==> src/rtl/lin_master_frame_builder_macros.svh <==
// Assertion macros used by the frame builder top level.
`ifndef LIN_MASTER_FRAME_BUILDER_MACROS_SVH
`define LIN_MASTER_FRAME_BUILDER_MACROS_SVH

// same-cycle implication, disabled while in reset
`define LMFB_ASSERT_NOW(label, clk, rst_n, ante, cons) \
  label: assert property (@(posedge clk) disable iff (!rst_n) (ante) |-> (cons)) \
    else $error("lmfb assertion failed");

// next-cycle implication, disabled while in reset
`define LMFB_ASSERT_NEXT(label, clk, rst_n, ante, cons) \
  label: assert property (@(posedge clk) disable iff (!rst_n) (ante) |=> (cons)) \
    else $error("lmfb assertion failed");

`endif

==> src/rtl/lmfb_pkg.sv <==
// Types, constants and parity function of the LIN master frame builder.
package lmfb_pkg;

  localparam logic [7:0] LIN_SYNC     = 8'h55;
  localparam logic [5:0] ID_CLASSIC_A = 6'h3C;
  localparam logic [5:0] ID_CLASSIC_B = 6'h3D;

  typedef struct packed {
    logic [5:0] frame_id;
    logic [3:0] data_count;
    logic [7:0] data_byte_0;
    logic [7:0] data_byte_1;
    logic [7:0] data_byte_2;
    logic [7:0] data_byte_3;
    logic [7:0] data_byte_4;
    logic [7:0] data_byte_5;
    logic [7:0] data_byte_6;
    logic [7:0] data_byte_7;
  } in_item_t;

  typedef struct packed {
    logic [7:0] line_byte;
    logic       is_break;
    logic       is_last;
  } out_item_t;

  // classified frame header handed from front to back
  typedef struct packed {
    logic [7:0] pid;
    logic       classic;
    logic [3:0] count;
  } frame_ctl_t;

  function automatic logic [7:0] protect_id(input logic [5:0] id);
    logic p0;
    logic p1;
    p0 = id[0] ^ id[1] ^ id[2] ^ id[4];
    p1 = ~(id[1] ^ id[3] ^ id[4] ^ id[5]);
    return {p1, p0, id};
  endfunction

endpackage

==> src/rtl/lin_master_frame_builder.sv <==
// Top level of the LIN master frame builder: front end, frame queue, back end.
//
//   channel | ports                          | moves
//   --------+--------------------------------+--------------------------------
//   input   | in_push, in_full, in_item      | one frame request per item
//   result  | out_pop, out_empty, out_item   | one line item (break/byte) each
//
// A frame of N data bytes gives N + 4 line items, one per cycle from the back
// end sequencer unless a stalled out_pop holds it; that sequencer sets the frame rate.
// Requests are taken every cycle while the two-entry frame queue has room.
// A stalled out_pop holds the result register and backs up into the queue.
// Reset (rst_n low, synchronous) empties the queue and the result register.
`include "lin_master_frame_builder_macros.svh"

module lin_master_frame_builder
  import lmfb_pkg::*;
#(
  parameter int MAX_DATA_BYTES = 8
) (
  input  logic      clk,
  input  logic      rst_n,
  input  logic      in_push,
  output logic      in_full,
  input  in_item_t  in_item,
  input  logic      out_pop,
  output logic      out_empty,
  output out_item_t out_item
);

  frame_ctl_t                     f_ctl;
  logic [MAX_DATA_BYTES-1:0][7:0] f_data;
  frame_ctl_t                     q_ctl;
  logic [MAX_DATA_BYTES-1:0][7:0] q_data;
  logic                           q_valid;
  logic                           q_pop;

  lmfb_front #(.MAX_DATA_BYTES(MAX_DATA_BYTES)) u_front (
    .in_item (in_item),
    .ctl     (f_ctl),
    .data    (f_data)
  );

  lmfb_fifo #(.MAX_DATA_BYTES(MAX_DATA_BYTES)) u_fifo (
    .clk     (clk),
    .rst_n   (rst_n),
    .push    (in_push),
    .wr_ctl  (f_ctl),
    .wr_data (f_data),
    .full    (in_full),
    .pop     (q_pop),
    .valid   (q_valid),
    .rd_ctl  (q_ctl),
    .rd_data (q_data)
  );

  lmfb_back #(.MAX_DATA_BYTES(MAX_DATA_BYTES)) u_back (
    .clk       (clk),
    .rst_n     (rst_n),
    .q_valid   (q_valid),
    .q_ctl     (q_ctl),
    .q_data    (q_data),
    .q_pop     (q_pop),
    .out_empty (out_empty),
    .out_pop   (out_pop),
    .out_item  (out_item)
  );

  `LMFB_ASSERT_NOW(a_break_shape, clk, rst_n, !out_empty && out_item.is_break, !out_item.is_last && (out_item.line_byte == 8'h00))
  `LMFB_ASSERT_NEXT(a_sync_after_break, clk, rst_n, out_pop && !out_empty && out_item.is_break, !out_empty && !out_item.is_break && (out_item.line_byte == LIN_SYNC))
  `LMFB_ASSERT_NEXT(a_break_after_last, clk, rst_n, out_pop && !out_empty && out_item.is_last, out_empty || out_item.is_break)

endmodule

==> src/rtl/lmfb_front.sv <==
// Front end: protects the identifier, picks the checksum type, clamps the count.
module lmfb_front
  import lmfb_pkg::*;
#(
  parameter int MAX_DATA_BYTES = 8
) (
  input  in_item_t                            in_item,
  output frame_ctl_t                          ctl,
  output logic [MAX_DATA_BYTES-1:0][7:0]      data
);

  logic [7:0][7:0] all_bytes;

  assign all_bytes = {in_item.data_byte_7, in_item.data_byte_6, in_item.data_byte_5,
                      in_item.data_byte_4, in_item.data_byte_3, in_item.data_byte_2,
                      in_item.data_byte_1, in_item.data_byte_0};

  always_comb begin
    ctl.pid     = protect_id(in_item.frame_id);
    ctl.classic = (in_item.frame_id == ID_CLASSIC_A) || (in_item.frame_id == ID_CLASSIC_B);
    if (in_item.data_count > 4'(MAX_DATA_BYTES)) begin
      ctl.count = 4'(MAX_DATA_BYTES);
    end else begin
      ctl.count = in_item.data_count;
    end
    for (int i = 0; i < MAX_DATA_BYTES; i++) begin
      data[i] = all_bytes[i];
    end
  end

endmodule

==> src/rtl/lmfb_fifo.sv <==
// Two-entry queue of classified frames between front and back.
module lmfb_fifo
  import lmfb_pkg::*;
#(
  parameter int MAX_DATA_BYTES = 8
) (
  input  logic                               clk,
  input  logic                               rst_n,
  input  logic                               push,
  input  frame_ctl_t                         wr_ctl,
  input  logic [MAX_DATA_BYTES-1:0][7:0]     wr_data,
  output logic                               full,
  input  logic                               pop,
  output logic                               valid,
  output frame_ctl_t                         rd_ctl,
  output logic [MAX_DATA_BYTES-1:0][7:0]     rd_data
);

  frame_ctl_t                     ctl_r  [2];
  logic [MAX_DATA_BYTES-1:0][7:0] data_r [2];
  logic                           wr_ptr_r;
  logic                           rd_ptr_r;
  logic [1:0]                     cnt_r;
  logic                           do_push;
  logic                           do_pop;

  assign full    = (cnt_r == 2'd2);
  assign valid   = (cnt_r != 2'd0);
  assign do_push = push && !full;
  assign do_pop  = pop && valid;
  assign rd_ctl  = ctl_r[rd_ptr_r];
  assign rd_data = data_r[rd_ptr_r];

  always_ff @(posedge clk) begin
    if (!rst_n) begin
      wr_ptr_r <= 1'b0;
      rd_ptr_r <= 1'b0;
      cnt_r    <= 2'd0;
    end else begin
      if (do_push) begin
        wr_ptr_r <= ~wr_ptr_r;
      end
      if (do_pop) begin
        rd_ptr_r <= ~rd_ptr_r;
      end
      if (do_push && !do_pop) begin
        cnt_r <= cnt_r + 2'd1;
      end else if (do_pop && !do_push) begin
        cnt_r <= cnt_r - 2'd1;
      end
    end
  end

  always_ff @(posedge clk) begin
    if (do_push) begin
      ctl_r[wr_ptr_r]  <= wr_ctl;
      data_r[wr_ptr_r] <= wr_data;
    end
  end

endmodule

==> src/rtl/lmfb_back.sv <==
// Back end: sequences the line items of one frame and accumulates the checksum.
module lmfb_back
  import lmfb_pkg::*;
#(
  parameter int MAX_DATA_BYTES = 8
) (
  input  logic                               clk,
  input  logic                               rst_n,
  input  logic                               q_valid,
  input  frame_ctl_t                         q_ctl,
  input  logic [MAX_DATA_BYTES-1:0][7:0]     q_data,
  output logic                               q_pop,
  output logic                               out_empty,
  input  logic                               out_pop,
  output out_item_t                          out_item
);

  localparam int DIDX_W = (MAX_DATA_BYTES > 1) ? $clog2(MAX_DATA_BYTES) : 1;

  typedef enum logic {IDLE, RUN} state_t;

  state_t                         state_r, state_nxt;
  logic                           out_valid_r, out_valid_nxt;
  out_item_t                      out_item_r, out_item_nxt;
  logic [3:0]                     step_r, step_nxt;
  logic [7:0]                     pid_r, pid_nxt;
  logic [3:0]                     count_r, count_nxt;
  logic [7:0]                     sum_r, sum_nxt;
  logic [MAX_DATA_BYTES-1:0][7:0] data_r, data_nxt;
  logic                           adv;
  logic [3:0]                     last_step;
  logic [DIDX_W-1:0]              didx;
  logic [7:0]                     cur_byte;
  logic [8:0]                     sum9;

  assign adv       = !out_valid_r || out_pop;
  assign last_step = count_r + 4'd3;
  assign didx      = DIDX_W'(step_r - 4'd3);
  assign cur_byte  = data_r[didx];
  assign sum9      = {1'b0, sum_r} + {1'b0, cur_byte};
  assign out_empty = !out_valid_r;
  assign out_item  = out_item_r;

  always_comb begin
    state_nxt     = state_r;
    out_valid_nxt = out_valid_r;
    out_item_nxt  = out_item_r;
    step_nxt      = step_r;
    pid_nxt       = pid_r;
    count_nxt     = count_r;
    sum_nxt       = sum_r;
    data_nxt      = data_r;
    q_pop         = 1'b0;
    if (adv) begin
      unique case (state_r)
        IDLE: begin
          out_valid_nxt = q_valid;
          if (q_valid) begin
            q_pop        = 1'b1;
            out_item_nxt = '{line_byte: 8'h00, is_break: 1'b1, is_last: 1'b0};
            pid_nxt      = q_ctl.pid;
            count_nxt    = q_ctl.count;
            data_nxt     = q_data;
            sum_nxt      = q_ctl.classic ? 8'h00 : q_ctl.pid;
            step_nxt     = 4'd1;
            state_nxt    = RUN;
          end
        end
        RUN: begin
          out_valid_nxt = 1'b1;
          step_nxt      = step_r + 4'd1;
          if (step_r == 4'd1) begin
            out_item_nxt = '{line_byte: LIN_SYNC, is_break: 1'b0, is_last: 1'b0};
          end else if (step_r == 4'd2) begin
            out_item_nxt = '{line_byte: pid_r, is_break: 1'b0, is_last: 1'b0};
          end else if (step_r < last_step) begin
            out_item_nxt = '{line_byte: cur_byte, is_break: 1'b0, is_last: 1'b0};
            // end-around carry
            sum_nxt      = sum9[7:0] + {7'd0, sum9[8]};
          end else begin
            out_item_nxt = '{line_byte: ~sum_r, is_break: 1'b0, is_last: 1'b1};
            state_nxt    = IDLE;
          end
        end
        default: state_nxt = IDLE;
      endcase
    end
  end

  always_ff @(posedge clk) begin
    if (!rst_n) begin
      state_r     <= IDLE;
      out_valid_r <= 1'b0;
    end else begin
      state_r     <= state_nxt;
      out_valid_r <= out_valid_nxt;
    end
    out_item_r <= out_item_nxt;
    step_r     <= step_nxt;
    pid_r      <= pid_nxt;
    count_r    <= count_nxt;
    sum_r      <= sum_nxt;
    data_r     <= data_nxt;
  end

endmodule

==> config.mk <==
export PLATFORM = sky130hd
export DESIGN_NAME = lin_master_frame_builder
export DESIGN_NICKNAME = d
export VERILOG_FILES = /design/src/rtl/lmfb_pkg.sv /design/src/rtl/lin_master_frame_builder.sv /design/src/rtl/lmfb_front.sv /design/src/rtl/lmfb_fifo.sv /design/src/rtl/lmfb_back.sv
export VERILOG_INCLUDE_DIRS = /design/src /design/src/rtl
export SDC_FILE = /design/constraint.sdc
export NUM_CORES = 1
export LEC_CHECK = 0
export BUFFER_PORTS_ARGS = -buffer_cell sky130_fd_sc_hd__buf_2
export CORE_MARGIN = 3
export CORE_UTILIZATION = 35
export DETAILED_ROUTE_END_ITERATION = 8
export PLACE_DENSITY_LB_ADDON = 0.25
export SLEW_MARGIN = 0
export SYNTH_ARGS = -nofsm -noshare
export SYNTH_HDL_FRONTEND = slang
export SYNTH_SLANG_ARGS = --single-unit
==> constraint.sdc <==
create_clock -name clk -period 6.5 [get_ports clk]
set_clock_uncertainty 0.05 [all_clocks]
set_input_delay 0.975 -clock clk [delete_from_list [all_inputs] [get_ports clk]]
set_output_delay 0.975 -clock clk [all_outputs]
set_load 0.02 [all_outputs]
==> After elaboration in Yosys (flattened, before gate mapping) <==
Memories as Yosys holds them, arrays and structs flattened. A register that Yosys moved wholly into a read port is not among the register bits.
Index checks and enable logic that the tools add are counted.
{ "classes": {"addsub": 7, "mul": 0, "div": 0, "n_lt_le_gt_ge": 3, "eq_ne": 9, "n_shift": 0, "n_mux": 30, "bitwise": 11, "reduce_logical": 15} }
{ "op_table": {"columns": ["operator", "n"], "rows": [
  ["$mux 8", 6],
  ["$mux 10", 4],
  ["$bmux 8 s3", 1],
  ["$pmux 10 s2", 1],
  ["$pmux 8 s2", 1],
  ["$eq 6x6->1 const B", 2],
  ["$mux 1", 10],
  ["$add 8x8->9", 1],
  ["$add 8x1->8", 1],
  ["$mux 4", 2],
  ["$not 8->8", 1],
  ["$pmux 4 s2", 1],
  ["$ne 2x2->1 const B", 3],
  ["$xor 1x1->1", 6],
  ["$reduce_and 5->1", 1],
  ["$add 4x1->4 const B", 1],
  ["$add 4x2->4 const B", 1],
  ["$eq 4x1->1 const B", 1],
  ["$eq 4x2->1 const B", 1],
  ["$gt 4x4->1 const B", 1],
  ["$logic_and 1x1->1", 4],
  ["$logic_not 1->1", 4],
  ["$lt 3x4->1 const B", 1],
  ["$lt 4x4->1", 1],
  ["other kinds (12)", 19]
]} }
{ "totals": {"reg_bits": 40, "latchBits": 0, "ramBits": 154, "romBits": 0, "input_bits": 78, "out_inout_bits": 12, "word_cells": 89, "mem_count": 2} }
{ "memory_table": {"columns": ["memory", "words", "width", "read_ports", "rd_ports_with_merged_regs", "wr", "line", "text"], "rows": [
  ["u_fifo.data_r", 2, 64, 1, 1, 1, "lmfb_fifo.sv:20", "logic [MAX_DATA_BYTES-1:0][7:0] data_r [2];"],
  ["u_fifo.ctl_r", 2, 13, 1, 1, 1, "lmfb_fifo.sv:19", "frame_ctl_t ctl_r [2];"]
]} }

==> Longest topological paths before layout <==
Gate-level depths: netlist (run 1).
{ "depth": {"word_depth": 9, "ltp_mapped": 19, "ltp_nobuf": 16} }

==> Hierarchy <==
A second synthesis (run 1) with hierarchy kept.
{ "hier_totals": {"cells_unflattened": 637, "hier_area_um2": 11126.9} }
{ "modules_own_cells": {"columns": ["mod", "n_inst", "cells_each", "area_per_inst_um2", "seq_area_each_um2"], "rows": [
  ["lmfb_fifo", 1, 265, 5916.9, 4724.5],
  ["lmfb_back", 1, 286, 4571.9, 2982.9],
  ["lmfb_front", 1, 86, 638.1, 0.0]
]} }

==> Worst setup path before layout (run 1) <==
Ideal clock, no wire load.
{ "synth_path": {"path_type": "input port to flip-flop", "startpoint": "input in_push", "endpoint": "memory u_fifo.ctl_r[0][0] (netlist bit) (enable)", "setup_ps": 514, "t_arrival_ps": 4284, "required_ps": 5936, "slack_ps": 1652, "stages": 2, "n_path_buf": 0, "path_cell_list": "nand2_1 nor2_1"} }
{ "synth_via": {"elab_chain_len": 3} }
{ "synth_rtl": {"columns": ["element", "line", "text"], "rows": [
  ["start, declared", "lin_master_frame_builder.sv:22", "input logic in_push,"],
  ["$logic_and 1x1->1", "lmfb_fifo.sv:29", "assign do_push = push && !full;"],
  ["$mux 1", "lmfb_fifo.sv:55", "if (do_push) begin"],
  ["$mux 1 (not written as such)", "lmfb_fifo.sv:56", "ctl_r[wr_ptr_r] <= wr_ctl;"],
  ["end, declared", "lmfb_fifo.sv:19", null]
]} }
No other way between the ends.

==> Worst setup path after layout (run 1) <==
{ "layout_path": {"startpoint": "register u_back.step_r[0]", "endpoint": "register u_back.sum_r[7], data pin"} }
{ "layout_via": {"elab_chain_len": 9} }
{ "layout_rtl": {"columns": ["element", "line", "text"], "rows": [
  ["start, declared", "lmfb_back.sv:25", "logic [3:0] step_r, step_nxt;"],
  ["start signal, assigned", "lmfb_back.sv:99", "step_r <= step_nxt;"],
  ["$sub 3x2->3", "lmfb_back.sv:38", "assign didx = DIDX_W'(step_r - 4'd3);"],
  ["via u_back.didx[0]", "lmfb_back.sv:32", "logic [DIDX_W-1:0] didx;"],
  ["$bmux 8 s3", "lmfb_back.sv:39", "assign cur_byte = data_r[didx];"],
  ["$mux 8 (not written as such)", "lmfb_back.sv:39", null],
  ["$add 8x8->9", "lmfb_back.sv:40", "assign sum9 = {1'b0, sum_r} + {1'b0, cur_byte};"],
  ["$add 8x1->8", "lmfb_back.sv:79", "sum_nxt = sum9[7:0] + {7'd0, sum9[8]};"],
  ["$mux 8", "lmfb_back.sv:76", "end else if (step_r < last_step) begin"],
  ["$mux 8", "lmfb_back.sv:74", "end else if (step_r == 4'd2) begin"],
  ["$mux 8", "lmfb_back.sv:72", "if (step_r == 4'd1) begin"],
  ["$pmux 8 s2", "lmfb_back.sv:55", "unique case (state_r)"],
  ["end signal, assigned", "lmfb_back.sv:102", "sum_r <= sum_nxt;"],
  ["end, declared", "lmfb_back.sv:28", "logic [7:0] sum_r, sum_nxt;"]
]} }
The timed path passes the listed nets, and every way through them passes these cells. The select of a mux whose other input is x is not followed.
A chain may end at the register's enable or synchronous reset.

==> impl_results.md, run 1 <==
* Status: completed
* # hold bufs at CTS at 0
* Area contributors post-synth: edfxtp_1 73%, mux2_2 9.6%, mux4_2 3.5%, ha_1 2.4%, dfxtp_1 1.4%
* Top delay family on crit path: adder cells
* TritonRoute pass-1 iters at 4
* Die width at 178.0 microns
* CP Class: flip-flop to flip-flop
* WHS Path Cells at 2
* Initial detailed-routing violation count at approximately 300
* CP Capture Type: flip-flop
* Finished Core Util at 0.4189
* Syn Inst Count at 552
* Post-synthesis async set-or-reset flop share at 0
* Top-count cell post-synth: edfxtp_1
* Worst hold-check path type: flip-flop to flip-flop
* Yosys top cell by area: edfxtp_1
* Max VDD drop at ~0.27 mV
* RSZ-0062 raised after global routing: false
* Synthesis-stage register bit count at ~260
* Worst path bufs/invs at 2
* Die ar. at 31690 sq um
* Sink Count at 259
* ANT nets after route at 0
* Setup-failing EPs final at 0
* CTS tree: built
* Port bufs at 89
* CP most frequent cell: ha_1
* Core footprint at roughly 29000 sq um
* Clk buf depth at 3
* F_max at 0.2034 GHz
* Syn nets at approximately 650
* Num CTS Buffers at 28
* Reg clk slew, reported paths at approximately 0.060 ns
* Worst rel slew slack at 0.2285
* Pins over their slew limit at 0
* Vias in the first global route at 5290
* PwrDens at 545.5 nW/um^2
* Via count at 5011
* Cell area after layout at 12120 sq um
* Area Overhead vs Synth at 17.05%
* Rows at 62
* Syn Area/Cell at 18.76 sq um
* Final Cycle Share at 0.7563
* Pin count of the biggest net entering global routing at 78
* Critical Path AT at just over 5 ns
* Final HPWL from detailed placement at 13.13 mm
* Top cell type's share of synthesized area at 0.7308
* CP max stage delay at 0.78 ns
* Min-delay src: u_back.pid_r[1]$_DFFE_PP_
* Distinct cells, synth at between 40 and 50
* Resized Gates After CTS at 0
* Critical path depth at 17
* Tmin final at 4.916 ns
* Post-DP Area at 11270 sq um
* Routability cong. at 0.8723
* Initial Util at 0.3579
* R2R depth at 17
* Initial antenna violation count at 0
* Post CTS Setup Buffer Count at 0
* Worst r2r src: u_back.step_r[0]$_SDFFCE_PN1P_
* H-tree depth at 1
* Req. time, crit path at ~6.7 ns
* Yosys warnings at 0
* WL final at 19.52 mm
* Diodes inserted at 0
* Setup Total Neg Slack at 0 ns
* CP Max Fanout at 22
* Final Hold Violating Endpoints at 0
* Post-synth EDFFs at 252
* Critical-path cell list: buf_4, inv_1, ha_1, mux4_2, mux2_2, ha_1, fa_1, a211o_1, a211o_1, a21oi_1, o21bai_1, ha_1, nand3_1, nor3_1, nand4_1, nand3_1, a32o_1
* DRC at 0
* Vias per cell at 4.732
* Synth cell count leaders: 252 x edfxtp_1, 88 x mux2_2, 21 x inv_1
* LEAKAGE at 4.271 nW
* Worst setup SP type: flip-flop
* Worst Tran Pin Value at 1.153 ns
* Fraction of layout cells with a size suffix above 1 at 0.3689
* Gr ovfl total at 0
* R2R setup slack at approximately 1.6 ns
* Root Buffer: clkbuf_16
* CP max-delay cell: ha_1
* All-Layer GR Usage at 0.1237
* First-pass GRT wire length at roughly 30 mm
* Worst R2R End: u_back.sum_r[7]$_DFFE_PP_
* # nets final at 760
* Max-Cap Viols at 0
* Clock latency at the later pin of the worst-skew pair at about 0.53 ns
* Die extent in y at 178.0 microns
* Top FF cell, synth: edfxtp_1
* Synth Cell Area at slightly above 10000 sq um
* DR WL/cell at 18.43 microns
* Sequential cell area fraction in the yosys report at 0.7443
* Num ports at 90
* Hold Path End: u_back.out_item[3]$_SDFFCE_PP0P_
==> worst max-delay path by stage <==
stage                                         startpoint  slack, ns                            to
after CTS                 u_back.step_r[0]$_SDFFCE_PN1P_       1.53     u_back.sum_r[7]$_DFFE_PP_
after detailed placement  u_back.step_r[0]$_SDFFCE_PN1P_       1.58     u_back.sum_r[7]$_DFFE_PP_
after global routing      u_back.step_r[0]$_SDFFCE_PN1P_       1.20     u_back.sum_r[7]$_DFFE_PP_
final                     u_back.step_r[0]$_SDFFCE_PN1P_       1.58     u_back.sum_r[7]$_DFFE_PP_
after global placement    u_back.step_r[0]$_SDFFCE_PN1P_       1.65     u_back.sum_r[7]$_DFFE_PP_
after floorplan                                  in_push       1.65  u_fifo.ctl_r[0][0]$_DFFE_PP_
==> per-layer routing <==
layer / track usage / vias up / part of all wire
li1: - / 2379 / -
met1: 0.1595 / 2502 / 0.43
met2: 0.2179 / 104 / 0.51
met3: 0.02214 / 26 / 0.042
met4: 0.02814 / 0 / 0.016
met5: 0 / - / 0
==> worst min-delay path: cells and delay by family, from the launching register on <==
| kind | cells | cell delay (ns) |
|---|---|---|
| DFF | 1 | 0.32 |
| AOI/OAI and AO/OA | 1 | 0.06 |
| and+or+nand+nor | 1 | 0.05 |
==> flip-flops by register name, summed over array words and instances, names as in the netlist, named ones only <==
signal / cells
u_back.out_valid_r: 1
u_back.sum_r: 8
u_back.data_r: 64
u_fifo.wr_ptr_r: 1
u_back.pid_r: 8
u_fifo.rd_ptr_r: 1
u_back.state_r: 1
u_back.count_r: 4
u_back.step_r: 4
u_fifo.cnt_r: 2
u_back.out_item: 10
u_fifo.data_r: 128
u_fifo.ctl_r: 26
==> power by group <==
group	total, mW	switching [mW]	internal (mW)	leakage (nW)
Combinational	2.52	1.43	1.09	1.43
Sequential	2.63	0.180	2.45	2.43
Clock	1.46	0.605	0.859	0.412
==> stage by stage <==
step	instances	total power [mW]	hold WS, ns	setup slack [ns]
after global placement	1015	5.204	0.4669	1.652
after floorplan	552	4.511	0.4463	1.652
final	1059	6.611	0.4921	1.584
after detailed placement	1015	5.222	0.4817	1.581
after CTS	1059	6.717	0.4913	1.530
after global routing	1059	7.051	0.5094	1.203
==> cell type report <==
type                    instances  area, sq um
well taps                     384        480.5
clock buffers                  30        708.2
fillers                      2549        16810
inverters                      21        78.83
multi-input cells             256         2514
flip-flops and latches        259         7709
repair buffers                 95        490.5
clock inverters                14        140.1
==> cells by family (layout without fill, tap and decap cells) <==
group | Yosys count | in the layout | share of synthesized area
simple gates | 58 | 58 | 0.02755
buf+inv | 37 | 160 | 0.01414
fa+ha+maj | 21 | 21 | 0.02610
flops | 259 | 259 | 0.7443
mux | 109 | 109 | 0.1353
compound gates | 48 | 48 | 0.03565
xor+xnor | 20 | 20 | 0.01692
==> cell usage in the layout, fill, tap and decap left out, types with 4 or more instances in the layout <==
cell type    n
a21o_1       4
a22o_1       7
and2_1       5
buf_2       89
buf_4        6
clkbuf_16   28
clkinv_2     4
dfxtp_1      6
edfxtp_1   252
ha_1        20
inv_1       20
mux2_2      88
mux2i_1      5
mux4_2      16
nand2_1     13
nand3_1      4
nor2_1      16
nor3_1       5
o21a_1       5
o21ai_0     12
o221a_2      4
xnor2_1     12
xor2_1       8
Note: power is estimated with default switching activity, not from simulation.
==> inputs of run 2 (changes only) <==
==> constraint.sdc (replaced) <==
create_clock -name clk -period 5.09 [get_ports clk]
set_clock_uncertainty 0.05 [all_clocks]
set_input_delay 0.7635 -clock clk [delete_from_list [all_inputs] [get_ports clk]]
set_output_delay 0.7635 -clock clk [all_outputs]
set_load 0.02 [all_outputs]
==> run 2 against run 1 <==
  * Cell count is 0.94% higher
  * Critical path depth down 2
  * Register-to-register slack lost 1.1 ns
  * Clock power increased by 28%
  * Power grew 29%
  * Maximum frequency grew 7.5%
  * Highest routed layer unchanged
  * Via count about the same
  * Sequential power up 28%
==> impl_results.md, run 2 (synthesis results as in run 1) <==
* Critical-path cell list: ha_1, buf_4, mux4_2, mux2_2, ha_1, a211o_1, a211o_1, a21oi_1, o21bai_1, ha_1, nand2_1, nor4b_1, nand3_1, xnor2_1, a22o_1 (was buf_4, inv_1, ha_1, mux4_2, mux2_2, ha_1, fa_1, a211o_1, a211o_1, a21oi_1, o21bai_1, ha_1, nand3_1, nor3_1, nand4_1, nand3_1, a32o_1)
* Total power draw at 8.531 mW (was 6.611 mW)
* Met2 WL at 9.991 mm (was 10.04 mm)
* Status: completed (unchanged)
* Hold slack at 0.3678 ns (was 0.4921 ns)
* Vias per cell at 4.690 (was 4.732)
* Min-delay src: in_item[47] (was u_back.pid_r[1]$_DFFE_PP_)
* DR WL/cell at 18.50 microns (was 18.43 microns)
* Max-Cap Viols at 0 (unchanged)
* Logic pwr share at 0.386 (was 0.381)
* Leading cell type in the layout, fill and taps excluded: edfxtp_1 (unchanged)
* Largest regs: u_fifo.data_r (128), u_back.data_r (64), u_fifo.ctl_r (26) (unchanged)
* Layout fillers at 2545 (was 2549)
* CP most frequent cell: ha_1 (unchanged)
* Resized Gates After CTS at 0 (unchanged)
* Pins over their slew limit at 0 (unchanged)
* H-tree depth at 1 (unchanged)
* PwrDens at 702.7 nW/um^2 (was 545.5 nW/um^2)
* Post CTS Setup Buffer Count at 0 (unchanged)
* Metal-1 WL at 8.465 mm (was 8.351 mm)
* Clock share of power at 0.219 (was 0.222)
* Port bufs at 89 (unchanged)
* Core footprint at 28940 sq um (unchanged)
* Clk buf depth at 3 (unchanged)
* All-Layer GR Usage at 0.1273 (was 0.1237)
* Internal Power at 5.628 mW (was 4.398 mW)
* Most frequent cells in the layout: 252 x edfxtp_1, 89 x buf_2, 88 x mux2_2 (unchanged)
* # hold bufs at CTS at 0 (unchanged)
* Critical Path AT at 4.81 ns (was 5.15 ns)
* Routability cong. at 0.8664 (was 0.8723)
* Worst Tran Pin Value at 1.166 ns (was 1.153 ns)
* Final worst slack at 0.5185 ns (was 1.584 ns)
* Rows at 62 (unchanged)
* Highest Signal Layer: met4 (unchanged)
* Initial antenna violation count at 0 (unchanged)
* Via count at 5014 (was 5011)
* Top delay family on crit path: adder cells (unchanged)
* LEAKAGE at 4.285 nW (was 4.271 nW)
* # nets final at 762 (was 760)
* Diodes inserted at 0 (unchanged)
* Register with the most flip-flops: u_fifo.data_r (unchanged)
* Final Hold Violating Endpoints at 0 (unchanged)
* CP max stage delay at 0.63 ns (was 0.78 ns)
* Routed wl met3 at 963 microns (was 815 microns)
* Die extent in y at 178.0 microns (unchanged)
* Pre-CTS setup slack at 0.5383 ns (was 1.581 ns)
* Setup-failing EPs final at 0 (unchanged)
* WL final at 19.77 mm (was 19.52 mm)
* Non-filler instance count after layout at 1069 (was 1059)
* Area Overhead vs Synth at 17.24% (was 17.05%)
* Fraction of layout cells with a size suffix above 1 at 0.3635 (was 0.3689)
* CP Class: flip-flop to flip-flop (unchanged)
* ANT nets after route at 0 (unchanged)
* Initial Util at 0.3579 (unchanged)
* RSZ-0062 raised after global routing: false (unchanged)
* CTS tree: built (unchanged)
* DRC at 0 (unchanged)
* Vias in the first global route at 5308 (was 5290)
* Reg clk slew, reported paths at 0.06 ns (about the same)
* Tmin final at 4.572 ns (was 4.916 ns)
* WHS Path Cells at 1 (was 2)
* Clock latency at the later pin of the worst-skew pair at 0.53 ns (about the same)
* R2R depth at 15 (was 17)
* Initial detailed-routing violation count at 278 (was 306)
* TritonRoute pass-1 iters at 6 (was 4)
* CP Capture Type: flip-flop (unchanged)
* Final Cycle Share at 0.8981 (was 0.7563)
* F_max at 0.2187 GHz (was 0.2034 GHz)
* Die ar. at 31690 sq um (unchanged)
* Worst path bufs/invs at 1 (was 2)
* Post-DP Area at 11290 sq um (was 11270 sq um)
* Sink Count at 259 (unchanged)
* Reg power frac at 0.395 (was 0.398)
* Max VDD drop at 0.2789 mV (was 0.2724 mV)
* R2R setup slack at 0.52 ns (was 1.58 ns)
* Worst r2r src: u_back.step_r[1]$_SDFFCE_PN0P_ (was u_back.step_r[0]$_SDFFCE_PN1P_)
* Setup Total Neg Slack at 0 ns (unchanged)
* Die width at 178.0 microns (unchanged)
* Finished Core Util at 0.4196 (was 0.4189)
* Req. time, crit path at 5.33 ns (was 6.73 ns)
* Cell area after layout at 12140 sq um (was 12120 sq um)
* Worst hold-check path type: input port to flip-flop (was flip-flop to flip-flop)
* Switching share of power at 0.3402 (was 0.3347)
* Worst R2R End: u_back.sum_r[6]$_DFFE_PP_ (was u_back.sum_r[7]$_DFFE_PP_)
* CP max-delay cell: ha_1 (unchanged)
* Num ports at 90 (unchanged)
* First-pass GRT wire length at 30.84 mm (was 29.99 mm)
* Worst rel slew slack at 0.2198 (was 0.2285)
* Gr ovfl total at 0 (unchanged)
* Sw Pwr at 2.902 mW (was 2.213 mW)
* Pin count of the biggest net entering global routing at 79 (was 78)
* CP Max Fanout at 12 (was 22)
* Root Buffer: clkbuf_16 (unchanged)
* Dpl cells at 1017 (was 1015)
* Max reg flops at 128 (unchanged)
* Worst setup SP type: flip-flop (unchanged)
* Hold Path End: u_fifo.data_r[0][23]$_DFFE_PP_ (was u_back.out_item[3]$_SDFFCE_PP0P_)
* Num CTS Buffers at 28 (unchanged)
* Final HPWL from detailed placement at 13.57 mm (was 13.13 mm)
-- run 2: how the worst max path moves through the flow --
stage | endpoint | start | slack [ns] | depth (start not counted)
after CTS | u_back.sum_r[6]$_DFFE_PP_ | u_back.step_r[1]$_SDFFCE_PN0P_ | 0.53 | 15
after global routing | u_back.sum_r[5]$_DFFE_PP_ | u_back.step_r[1]$_SDFFCE_PN0P_ | 0.22 | 15
after detailed placement | u_back.sum_r[6]$_DFFE_PP_ | u_back.step_r[1]$_SDFFCE_PN0P_ | 0.54 | 15
after global placement | u_back.sum_r[6]$_DFFE_PP_ | u_back.step_r[1]$_SDFFCE_PN0P_ | 0.73 | 15
after floorplan | u_fifo.ctl_r[0][0]$_DFFE_PP_ | in_push | 0.45 | 2
final | u_back.sum_r[6]$_DFFE_PP_ | u_back.step_r[1]$_SDFFCE_PN0P_ | 0.52 | 15
-- run 2: power by group through the flow --
stage	Sequential [mW]	Combinational, mW	Clock [mW]
after global placement	3.42	3.29	0
after detailed placement	3.41	3.33	0
final	3.37	3.30	1.87
after global routing	3.43	3.62	2.02
after floorplan	3.36	2.41	0
after CTS	3.38	3.34	1.92
-- run 2: routing by layer --
metal	vias to the layer above	global-route usage
li1	2390	-
met1	2489	0.1663
met2	110	0.2195
met3	25	0.02363
met4	0	0.03240
met5	-	0
-- run 2: area by class of cell --
type	count	area, sq um	area share
clock buffer	37	755.7	0.06225
clock inverter	15	97.59	0.008039
inverter	21	78.83	0.006493
multi-input combinational	256	2514	0.2070
sequential	259	7709	0.6350
tap	384	480.5	0.03958
timing repair buffer	97	505.5	0.04164
